`src/design/mips_subset_execute_unit_assert.svh`:
```
// Assertion macros for the execute unit
`ifndef MIPS_SUBSET_EXECUTE_UNIT_ASSERT_SVH
`define MIPS_SUBSET_EXECUTE_UNIT_ASSERT_SVH

// Clocked assertion with reset disable
`define MSE_ASSERT(label, clk, rst_n, prop, msg) \
    label: assert property (@(posedge clk) disable iff (!rst_n) (prop)) else $error(msg);

// Clocked assertion that also holds through reset
`define MSE_ASSERT_ALWAYS(label, clk, prop, msg) \
    label: assert property (@(posedge clk) (prop)) else $error(msg);

`endif

```
`src/design/mse_pkg.sv`:
```
`default_nettype none
package mse_pkg;
    localparam int unsigned RegCount = 32;
    localparam int unsigned RegIdxW  = 5;
    localparam logic [31:0] ResetPcDefault = 32'hBFC0_0000;

    localparam logic [5:0] OpSpecial = 6'h00;
    localparam logic [5:0] OpJal     = 6'h03;
    localparam logic [5:0] OpBne     = 6'h05;
    localparam logic [5:0] OpBgtz    = 6'h07;
    localparam logic [5:0] OpAddiu   = 6'h09;
    localparam logic [5:0] OpOri     = 6'h0D;
    localparam logic [5:0] OpLui     = 6'h0F;
    localparam logic [5:0] OpCop0    = 6'h10;
    localparam logic [5:0] OpSpecial3 = 6'h1F;
    localparam logic [5:0] OpLw      = 6'h23;
    localparam logic [5:0] OpSw      = 6'h2B;
    localparam logic [5:0] OpCache   = 6'h2F;

    localparam logic [5:0] FnSll  = 6'h00;
    localparam logic [5:0] FnSllv = 6'h04;
    localparam logic [5:0] FnJr   = 6'h08;
    localparam logic [5:0] FnSync = 6'h0F;
    localparam logic [5:0] FnAddu = 6'h21;
    localparam logic [5:0] FnExt  = 6'h00;

    localparam logic [4:0] CopMf = 5'd0;
    localparam logic [4:0] CopMt = 5'd4;
    localparam logic [4:0] CopCt = 5'd6;

    localparam logic [1:0] MemNone  = 2'd0;
    localparam logic [1:0] MemRead  = 2'd1;
    localparam logic [1:0] MemWrite = 2'd2;

    localparam logic [2:0] StOk       = 3'd0;
    localparam logic [2:0] StUndefOp  = 3'd1;
    localparam logic [2:0] StUndefSp  = 3'd2;
    localparam logic [2:0] StUndefSp3 = 3'd3;
    localparam logic [2:0] StUndefCop = 3'd4;
    localparam logic [2:0] StOrder    = 3'd5;
    localparam logic [2:0] StHalted   = 3'd6;

    localparam logic [0:0] RegResetPc = 1'd0;

    typedef struct packed {
        logic        kind;
        logic [31:0] instr_word;
        logic [31:0] load_data;
    } t_in_item;

    typedef struct packed {
        logic [31:0] fetch_addr;
        logic [1:0]  mem_op;
        logic [31:0] mem_addr;
        logic [31:0] mem_wdata;
        logic [2:0]  status;
    } t_out_item;
endpackage
`default_nettype wire

```
`src/design/mse_stream_if.sv`:
```
`default_nettype none
interface mse_stream_if #(parameter type t_payload = logic);
    logic     valid;
    logic     ready;
    t_payload payload;
    modport source (output valid, output payload, input ready);
    modport sink (input valid, input payload, output ready);
endinterface
`default_nettype wire

```
`src/design/mips_subset_execute_unit.sv`:
```
// MIPS32-style subset execute unit.
// i_in carries items: kind 0 is an instruction word fetched at the last
// fetch_addr given, kind 1 the data answering a pending LW read. Every
// accepted item yields exactly one result on o_out: the next fetch address,
// an optional word read or write request and a status code.
// The input is registered in stage 1 for the register file and CP0 memory
// reads; stage 2 executes, writes back and loads the output skid buffer.
// Throughput is one item per cycle while the skid buffer has room; a register
// written by one item is forwarded to the next, so no bubbles are inserted.
// A two-entry skid buffer sits on the output; when the receiver stalls the
// input stays ready until results in flight could overflow it.
// Reset (synchronous, active low) loads PC and reset_pc with ResetPcDefault and
// clears the control state. The register files are cleared by one valid bit per entry.
// An undefined encoding halts the unit until reset; later items give status
// halted. reset_pc sits at APB address 0; writing it restarts at that PC.
`default_nettype none
`include "mips_subset_execute_unit_assert.svh"
module mips_subset_execute_unit (
    input  wire         i_clk,
    input  wire         i_rst_n,
    mse_stream_if.sink  i_in,
    mse_stream_if.source o_out,
    input  wire         psel,
    input  wire         penable,
    input  wire         pwrite,
    input  wire  [2:0]  paddr,
    input  wire  [31:0] pwdata,
    output logic [31:0] prdata,
    output logic        pready
);
    import mse_pkg::*;

    // ---------------- configuration
    logic [31:0] r_reset_pc;
    logic        cfg_wr;
    assign pready = 1'b1;
    assign cfg_wr = psel && penable && pwrite && (paddr[2] == RegResetPc);
    assign prdata = (paddr[2] == RegResetPc) ? r_reset_pc : 32'd0;
    always_ff @(posedge i_clk) begin
        if (!i_rst_n) r_reset_pc <= ResetPcDefault;
        else if (cfg_wr) r_reset_pc <= pwdata;
    end

    // ---------------- stage 1: register read
    logic        in_fire;
    logic        r_v1;
    t_in_item    r_it1;
    logic [1:0]  r_cnt;           // results held in the skid buffer
    logic        out_fire;
    assign in_fire = i_in.valid && i_in.ready;
    assign out_fire = o_out.valid && o_out.ready;
    // room for this item plus the one in stage 1
    assign i_in.ready = ({1'b0, r_cnt} + {2'b0, r_v1}) < 3'd2 || o_out.ready && r_cnt != 2'd0
                        && ({1'b0, r_cnt} + {2'b0, r_v1}) < 3'd3;

    logic [31:0] gpr_mem [RegCount];
    logic [31:0] cop_mem [RegCount];
    logic [RegCount-1:0] r_gpr_ok, r_cop_ok;
    logic [31:0] r_rd_s, r_rd_t, r_rd_c;
    logic [RegIdxW-1:0] ra_s, ra_t, ra_c;
    assign ra_s = i_in.payload.instr_word[25:21];
    assign ra_t = i_in.payload.instr_word[20:16];
    assign ra_c = i_in.payload.instr_word[15:11];

    logic                wb_gpr_en, wb_cop_en;
    logic [RegIdxW-1:0]  wb_gpr_a, wb_cop_a;
    logic [31:0]         wb_gpr_d, wb_cop_d;

    always_ff @(posedge i_clk) begin
        if (in_fire) begin
            r_rd_s <= gpr_mem[ra_s];
            r_rd_t <= gpr_mem[ra_t];
            r_rd_c <= cop_mem[ra_c];
            r_it1  <= i_in.payload;
        end
        if (wb_gpr_en) gpr_mem[wb_gpr_a] <= wb_gpr_d;
        if (wb_cop_en) cop_mem[wb_cop_a] <= wb_cop_d;
    end

    // valid flags and forwarding snapshot for stage 1
    logic        r_s_ok, r_t_ok, r_c_ok;
    logic        r_fw_s, r_fw_t, r_fw_c;
    logic [31:0] r_fw_d, r_fwc_d;
    always_ff @(posedge i_clk) begin
        if (in_fire) begin
            r_s_ok <= r_gpr_ok[ra_s];
            r_t_ok <= r_gpr_ok[ra_t];
            r_c_ok <= r_cop_ok[ra_c];
            r_fw_s <= wb_gpr_en && wb_gpr_a == ra_s;
            r_fw_t <= wb_gpr_en && wb_gpr_a == ra_t;
            r_fw_c <= wb_cop_en && wb_cop_a == ra_c;
            r_fw_d <= wb_gpr_d;
            r_fwc_d <= wb_cop_d;
        end
    end

    // ---------------- stage 2: execute
    logic [31:0] r_pc, r_dtgt;
    logic        r_bp, r_lp, r_halted;
    logic [RegIdxW-1:0] r_ld;
    logic [RegIdxW-1:0] ex_rs, ex_rt, ex_rd, ex_sa;
    logic [31:0] iw, vs, vt, vc, slot, bofs, sum_si;
    logic [5:0]  op, fn;
    t_out_item   res;
    logic        take;
    logic [31:0] tgt;
    logic [2:0]  err;

    assign iw    = r_it1.instr_word;
    assign op    = iw[31:26];
    assign fn    = iw[5:0];
    assign ex_rs = iw[25:21];
    assign ex_rt = iw[20:16];
    assign ex_rd = iw[15:11];
    assign ex_sa = iw[10:6];

    always_comb begin
        vs = r_fw_s ? r_fw_d : (r_s_ok ? r_rd_s : 32'd0);
        vt = r_fw_t ? r_fw_d : (r_t_ok ? r_rd_t : 32'd0);
        vc = r_fw_c ? r_fwc_d : (r_c_ok ? r_rd_c : 32'd0);
        if (ex_rs == '0) vs = 32'd0;
        if (ex_rt == '0) vt = 32'd0;
    end

    assign slot   = r_pc + 32'd4;
    assign bofs   = {{14{iw[15]}}, iw[15:0], 2'b00};
    assign sum_si = vs + {{16{iw[15]}}, iw[15:0]};

    logic [31:0] ext_mask;
    assign ext_mask = 32'hFFFF_FFFF >> (5'd31 - ex_rd);

    always_comb begin
        res = '0;
        res.fetch_addr = r_pc;
        take = 1'b0;
        tgt = 32'd0;
        err = StOk;
        wb_gpr_en = 1'b0;
        wb_gpr_a = ex_rt;
        wb_gpr_d = 32'd0;
        wb_cop_en = 1'b0;
        wb_cop_a = ex_rd;
        wb_cop_d = vt;
        if (r_halted) begin
            res.status = StHalted;
        end else if (r_it1.kind) begin
            if (!r_lp) res.status = StOrder;
            else begin
                wb_gpr_en = 1'b1;
                wb_gpr_a = r_ld;
                wb_gpr_d = r_it1.load_data;
            end
        end else if (r_lp) begin
            res.status = StOrder;
        end else begin
            case (op)
                OpSpecial: begin
                    wb_gpr_a = ex_rd;
                    case (fn)
                        FnSll: begin wb_gpr_en = 1'b1; wb_gpr_d = vt << ex_sa; end
                        FnSllv: begin wb_gpr_en = 1'b1; wb_gpr_d = vt << vs[4:0]; end
                        FnJr: begin take = 1'b1; tgt = vs; end
                        FnSync: ;
                        FnAddu: begin wb_gpr_en = 1'b1; wb_gpr_d = vs + vt; end
                        default: err = StUndefSp;
                    endcase
                end
                OpJal: begin
                    take = 1'b1;
                    tgt = {slot[31:28], iw[25:0], 2'b00};
                    wb_gpr_en = 1'b1;
                    wb_gpr_a = 5'd31;
                    wb_gpr_d = slot + 32'd4;
                end
                OpBne: if (vs != vt) begin take = 1'b1; tgt = slot + bofs; end
                OpBgtz: if (vs != 32'd0 && !vs[31]) begin
                    take = 1'b1; tgt = slot + bofs;
                end
                OpAddiu: begin wb_gpr_en = 1'b1; wb_gpr_d = sum_si; end
                OpOri: begin wb_gpr_en = 1'b1; wb_gpr_d = vs | {16'd0, iw[15:0]}; end
                OpLui: begin wb_gpr_en = 1'b1; wb_gpr_d = {iw[15:0], 16'd0}; end
                OpCop0: begin
                    case (ex_rs)
                        CopMf: begin wb_gpr_en = 1'b1; wb_gpr_d = vc; end
                        CopMt: wb_cop_en = 1'b1;
                        CopCt: ;
                        default: err = StUndefCop;
                    endcase
                end
                OpSpecial3: begin
                    if (fn == FnExt) begin
                        wb_gpr_en = 1'b1;
                        wb_gpr_d = (vs >> ex_sa) & ext_mask;
                    end else err = StUndefSp3;
                end
                OpLw: begin res.mem_op = MemRead; res.mem_addr = sum_si; end
                OpSw: begin
                    res.mem_op = MemWrite; res.mem_addr = sum_si; res.mem_wdata = vt;
                end
                OpCache: ;
                default: err = StUndefOp;
            endcase
            if (err != StOk) begin
                res = '0;
                res.fetch_addr = r_pc;
                res.status = err;
                wb_gpr_en = 1'b0;
                wb_cop_en = 1'b0;
                take = 1'b0;
            end else begin
                res.fetch_addr = r_bp ? r_dtgt : slot;
            end
        end
        if (!r_v1) begin
            wb_gpr_en = 1'b0;
            wb_cop_en = 1'b0;
        end
        if (wb_gpr_a == '0) wb_gpr_en = 1'b0;
    end

    logic exec_ok;
    assign exec_ok = r_v1 && !r_halted && !r_it1.kind && !r_lp && err == StOk;

    always_ff @(posedge i_clk) begin
        if (!i_rst_n) begin
            r_v1 <= 1'b0;
            r_pc <= ResetPcDefault;
            r_dtgt <= 32'd0;
            r_bp <= 1'b0;
            r_lp <= 1'b0;
            r_ld <= '0;
            r_halted <= 1'b0;
            r_gpr_ok <= '0;
            r_cop_ok <= '0;
        end else begin
            r_v1 <= in_fire;
            if (wb_gpr_en) r_gpr_ok[wb_gpr_a] <= 1'b1;
            if (wb_cop_en) r_cop_ok[wb_cop_a] <= 1'b1;
            if (r_v1 && !r_halted) begin
                if (r_it1.kind && r_lp) r_lp <= 1'b0;
                if (exec_ok) begin
                    r_pc <= res.fetch_addr;
                    r_bp <= take;
                    if (take) r_dtgt <= tgt;
                    if (op == OpLw) begin
                        r_lp <= 1'b1;
                        r_ld <= ex_rt;
                    end
                end
                if (!r_it1.kind && !r_lp && err != StOk) r_halted <= 1'b1;
            end
            if (cfg_wr) begin
                r_pc <= pwdata;
                r_bp <= 1'b0;
            end
        end
    end

    // ---------------- output skid buffer (two entries)
    t_out_item r_q0, r_q1;
    always_ff @(posedge i_clk) begin
        if (!i_rst_n) r_cnt <= 2'd0;
        else r_cnt <= r_cnt + {1'b0, r_v1} - {1'b0, out_fire};
    end
    always_ff @(posedge i_clk) begin
        case ({r_v1, out_fire})
            2'b10: if (r_cnt == 2'd0) r_q0 <= res; else r_q1 <= res;
            2'b01: r_q0 <= r_q1;
            2'b11: if (r_cnt == 2'd1) r_q0 <= res; else begin r_q0 <= r_q1; r_q1 <= res; end
            default: ;
        endcase
    end
    assign o_out.valid = r_cnt != 2'd0;
    assign o_out.payload = r_q0;

    `MSE_ASSERT(a_no_overflow, i_clk, i_rst_n, !(r_cnt == 2'd2 && r_v1 && !out_fire), "skid overflow")
    `MSE_ASSERT(a_cnt_range, i_clk, i_rst_n, r_cnt != 2'd3, "skid count out of range")
    `MSE_ASSERT(a_halt_sticky, i_clk, i_rst_n, $past(r_halted) && !$past(cfg_wr) |-> r_halted || !i_rst_n, "halt lost")
    `MSE_ASSERT(a_zero_reg, i_clk, i_rst_n, !(wb_gpr_en && wb_gpr_a == '0), "write to register zero")
endmodule
`default_nettype wire

```
`src/flat_wrapper.sv`:
```
// flat-port wrapper written by rule: the top's interface ports become plain ports
module mips_subset_execute_unit_flat import mse_pkg::*;
  (i_clk, i_rst_n, psel, penable, pwrite, paddr, pwdata, prdata, pready, i_in_valid, i_in_payload, i_in_ready, o_out_valid, o_out_payload, o_out_ready);
  mse_stream_if #(.t_payload(t_in_item)) i_in_i ();
  mse_stream_if #(.t_payload(t_out_item)) o_out_i ();
  input  wire i_clk;
  input  wire i_rst_n;
  input  wire psel;
  input  wire penable;
  input  wire pwrite;
  input  wire  [2:0] paddr;
  input  wire  [31:0] pwdata;
  output logic [31:0] prdata;
  output logic pready;
  input wire logic [$bits(i_in_i.valid)-1:0] i_in_valid;
  input wire logic [$bits(i_in_i.payload)-1:0] i_in_payload;
  output wire logic [$bits(i_in_i.ready)-1:0] i_in_ready;
  output wire logic [$bits(o_out_i.valid)-1:0] o_out_valid;
  output wire logic [$bits(o_out_i.payload)-1:0] o_out_payload;
  input wire logic [$bits(o_out_i.ready)-1:0] o_out_ready;
  assign i_in_i.valid = i_in_valid;
  assign i_in_i.payload = i_in_payload;
  assign i_in_ready = i_in_i.ready;
  assign o_out_valid = o_out_i.valid;
  assign o_out_payload = o_out_i.payload;
  assign o_out_i.ready = o_out_ready;
  mips_subset_execute_unit u_core (.i_clk(i_clk), .i_rst_n(i_rst_n), .i_in(i_in_i), .o_out(o_out_i), .psel(psel), .penable(penable), .pwrite(pwrite), .paddr(paddr), .pwdata(pwdata), .prdata(prdata), .pready(pready));
endmodule
```
`config.mk`:
```
export PLATFORM = sky130hd
export DESIGN_NAME = mips_subset_execute_unit_flat
export DESIGN_NICKNAME = d
export VERILOG_FILES = /design/src/design/mse_pkg.sv /design/src/design/mse_stream_if.sv /design/src/design/mips_subset_execute_unit.sv /design/src/flat_wrapper.sv
export VERILOG_INCLUDE_DIRS = /design/src /design/src/design
export SDC_FILE = /design/constraint.sdc
export NUM_CORES = 2
export LEC_CHECK = 0
export ABC_AREA = 1
export CAP_MARGIN = 30
export CELL_PAD_IN_SITES_DETAIL_PLACEMENT = 0
export CELL_PAD_IN_SITES_GLOBAL_PLACEMENT = 1
export CORE_MARGIN = 3
export CORE_UTILIZATION = 45
export CTS_BUF_LIST = sky130_fd_sc_hd__clkbuf_4
export DETAILED_ROUTE_END_ITERATION = 10
export DONT_BUFFER_PORTS = 1
export PLACE_DENSITY_LB_ADDON = 0.08
export SYNTH_ARGS = -nofsm -noshare
export SYNTH_HDL_FRONTEND = slang
export SYNTH_SLANG_ARGS = --single-unit
```
`constraint.sdc`:
```
create_clock -name i_clk -period 9.9 [get_ports i_clk]
set_input_delay 0.99 -clock i_clk [delete_from_list [all_inputs] [get_ports i_clk]]
set_output_delay 0.99 -clock i_clk [all_outputs]
set_load 0.005 [all_outputs]
```
==> out/metrics.cfg <==
[run_status]
status=finished with violations
violations=slew limit

[cts]
clock_path_buffers=4
h-tree-depth=6
clk_latency_ns=1.59
cts.clk_slew.worst_paths_ns=0.07
cts_tree=done
cts_sinks=2652
cts_resized=0
cts_root_buf=clkbuf_4
numCtsBuffers=694

[yosys]
syn_area_sq_um=126000
synth_edf_count=2481
yosysWarnings=0
synth_top_area_frac=0.590
netlist_instances=12500
synthFlopType=edfxtp_1
yosys.area.top_type=edfxtp_1
ys_ff_latch=2652
yosysSeqAreaShare=0.617
async_flop_share=0
syn_area_per_cell_sq_um=10.1
synth_top_cells_by_area=edfxtp_1 (59%), o21ai_0 (7.7%), nor2_1 (6.5%), nand2_1 (4.5%), o221ai_1 (4.1%)
synth_cell_types=64

[timing]
max_freq_mhz=152
setup_tns_ns=0
clock_skew_ns=0.228
fin_crit_ns=6.57
grt_setup_unrepaired=no
relSlewSlack=-0.470
tightestPinTransition_ns=2.20
setup_viol=0
hold-worst-slack_ns=0.101
hold_violations=0
drv_slew=481
fin_crit_sh=0.664

[layout]
final_cell_mix=edfxtp_1 (2481), nor2_1 (2160), o21ai_0 (1933), nand2_1 (1525), clkbuf_4 (1028)
nFillCells=25300
final_nets=13000
drive_above_1_share=0.119
syn_to_final_growth_pct=11.9
finalInstanceArea_sq_um=141000
mostFrequentLayoutCell=edfxtp_1

[global_routing]
overflow=0
antenna_found_initial=33
grt_pass1_wl_mm=733
grt_use_total=0.351
grt_max_degree=524
grt_pass1_vias=103000

[critical_path]
critPathKind=reg2reg
endpoint_kind=flop
crit_required_ns=10.90
crit_path_max_fanout=33
startpoint_type=flop
arrival_ns=7.57

[routing]
avgViaCountPerCell=6.29
drc=0
num_vias=107000
wl_per_cell_um=30.7
ant_nets=0
wl_mm=523
dr.pass1.iters=7
drt_iter0_markers=13700

[floorplan]
fp.dieW_um=536
die_h_um=536
die_area_sq_um=287000
fp-row-count=193
ios=243
start_util=0.455
core_sq_um=278000

[placed_design]
gp_congestion=0.994
hpwl_mm=294
io_buffers=0
place_area_sq_um=130000

[flow_run]
cap_violations=0

[worst_hold_path]
hp-class=in2reg

[power_and_ir_drop]
ir_drop_mv=0.153
power_density_nw_per_um2=209
p_leak_nw=51.2

==> critical path: stages, from the launching register on <==
cell,delay (ns)
edfxtp_1,0.43
nor2_1,0.21
nand3_2,0.71
nand2_2,0.75
inv_1,0.31
fa_1,0.59
nand3_1,0.14
nand2_1,0.10
a21oi_1,0.15
nand2_1,0.16
nand2_1,0.12
nand2_1,0.12
nand2_1,0.09
nand2_1,0.15
nand2_1,0.10
nand2_1,0.07
xnor2_1,0.36
nor2_1,0.10
nor2_1,0.55
nand2_1,0.11
nand2_1,0.10
nand2_2,0.46
==> worst paths after layout <==
kind / start / end / slack (ns) / cells past startpoint
worst min-delay path: i_in_payload[51] / u_core.r_rd_t[25] / 0.10 / 2
worst max-delay path: u_core.iw[22] / u_core.gpr_mem[0][20] / 3.33 / 21
worst max register to register: u_core.iw[22] / u_core.gpr_mem[0][20] / 3.33 / 21
worst min register to register: u_core.r_gpr_ok[0] / u_core.r_gpr_ok[0] / 0.45 / 2
==> metrics by stage <==
stage / cells / util / setup WS [ns] / power [mW]
after floorplan: 12600 / - / 1.58 / 17.4
final: 17000 / 0.509 / 3.33 / 29.6
after global routing: 17000 / 0.509 / 3.16 / 30.8
after CTS: 17000 / 0.508 / 3.60 / 29.6
after detailed placement: 15600 / 0.469 / 3.68 / 19.8
after global placement: 15600 / 0.467 / 3.64 / 19.7
==> Yosys cell counts, types with 13 or more instances <==
master    number
edfxtp_1    2481
nor2_1      2192
o21ai_0     1934
nand2_1     1527
clkbuf_1     748
nand3_1      688
o221ai_1     597
inv_1        569
a21oi_1      316
o22ai_1      196
dfxtp_1      171
a31oi_1      124
ha_1         117
a32oi_1       90
o21ai_1       90
nor3_1        63
nand4_1       57
buf_1         55
buf_2         51
a22oi_1       45
xor2_1        42
o211ai_1      39
a22o_1        30
inv_2         27
nor2_2        22
o21bai_1      20
xnor2_1       18
a21o_1        17
a32o_1        16
nand3b_1      16
nor2_4        14
buf_4         13
clkinv_1      13
nor4_1        13
o21a_1        13
==> registers in the layout (all words and copies together) (netlist names), 2 cells and up <==
register	count
u_core.o_out.payload	101
u_core.r_ld	5
u_core.iw	32
u_core.r_dtgt	32
u_core.r_gpr_ok	32
u_core.r_rd_s	32
u_core.r_cnt	2
u_core.r_cop_ok	32
u_core.r_q1	101
u_core.r_fwc_d	32
u_core.gpr_mem	1024
u_core.r_it1	33
u_core.cop_mem	1024
u_core.r_pc	32
u_core.r_rd_t	32
u_core.r_rd_c	32
u_core.r_reset_pc	32
u_core.r_fw_d	32
==> metal layers <==
| metal | GRT usage | wire length [um] | vias to the layer above |
|---|---|---|---|
| met4 | 0.174 | 27500 | 14 |
| met5 | 0 | 88 | - |
| met1 | 0.469 | 208000 | 53000 |
| li1 | - | - | 46600 |
| met3 | 0.0668 | 49300 | 1301 |
| met2 | 0.549 | 238000 | 6286 |
==> cell type report <==
class,count,area (sq um),share of cell area
diodes,15,37.5,0.000266
clock buffers,1027,7710,0.0546
clock inverters,180,1150,0.00814
inverters,612,2380,0.0169
multi-input cells,8426,42900,0.304
flip-flops and latches,2652,77900,0.552
well taps,3705,4640,0.0328
repair buffers,426,4470,0.0316
==> where the power goes <==
group	internal (mW)	switching, mW	leakage [nW]	total [mW]
Combinational	1.53	4.81	20.4	6.34
Sequential	13.3	0.310	25.5	13.6
Clock	4.97	4.69	5.24	9.66
==> cell families (layout without fill, tap and decap cells) <==
logic type,count (synthesis),count (layout),share of synthesized area
other,2,48,0.0000595
adders and majority gates,120,120,0.0121
xor gates and xnor gates,60,60,0.00416
DFF,2652,2652,0.617
buffers and inverters,1487,2245,0.0456
AOI/OAI and AO/OA,3573,3573,0.171
and+or+nand+nor,4640,4640,0.150
==> repair_timing <==
action                                 CTS  global route
setup buffers                            0             0
hold buffers                           176             0
endpoints found under the hold margin  290             0
(Power assumes the default switching activity.)
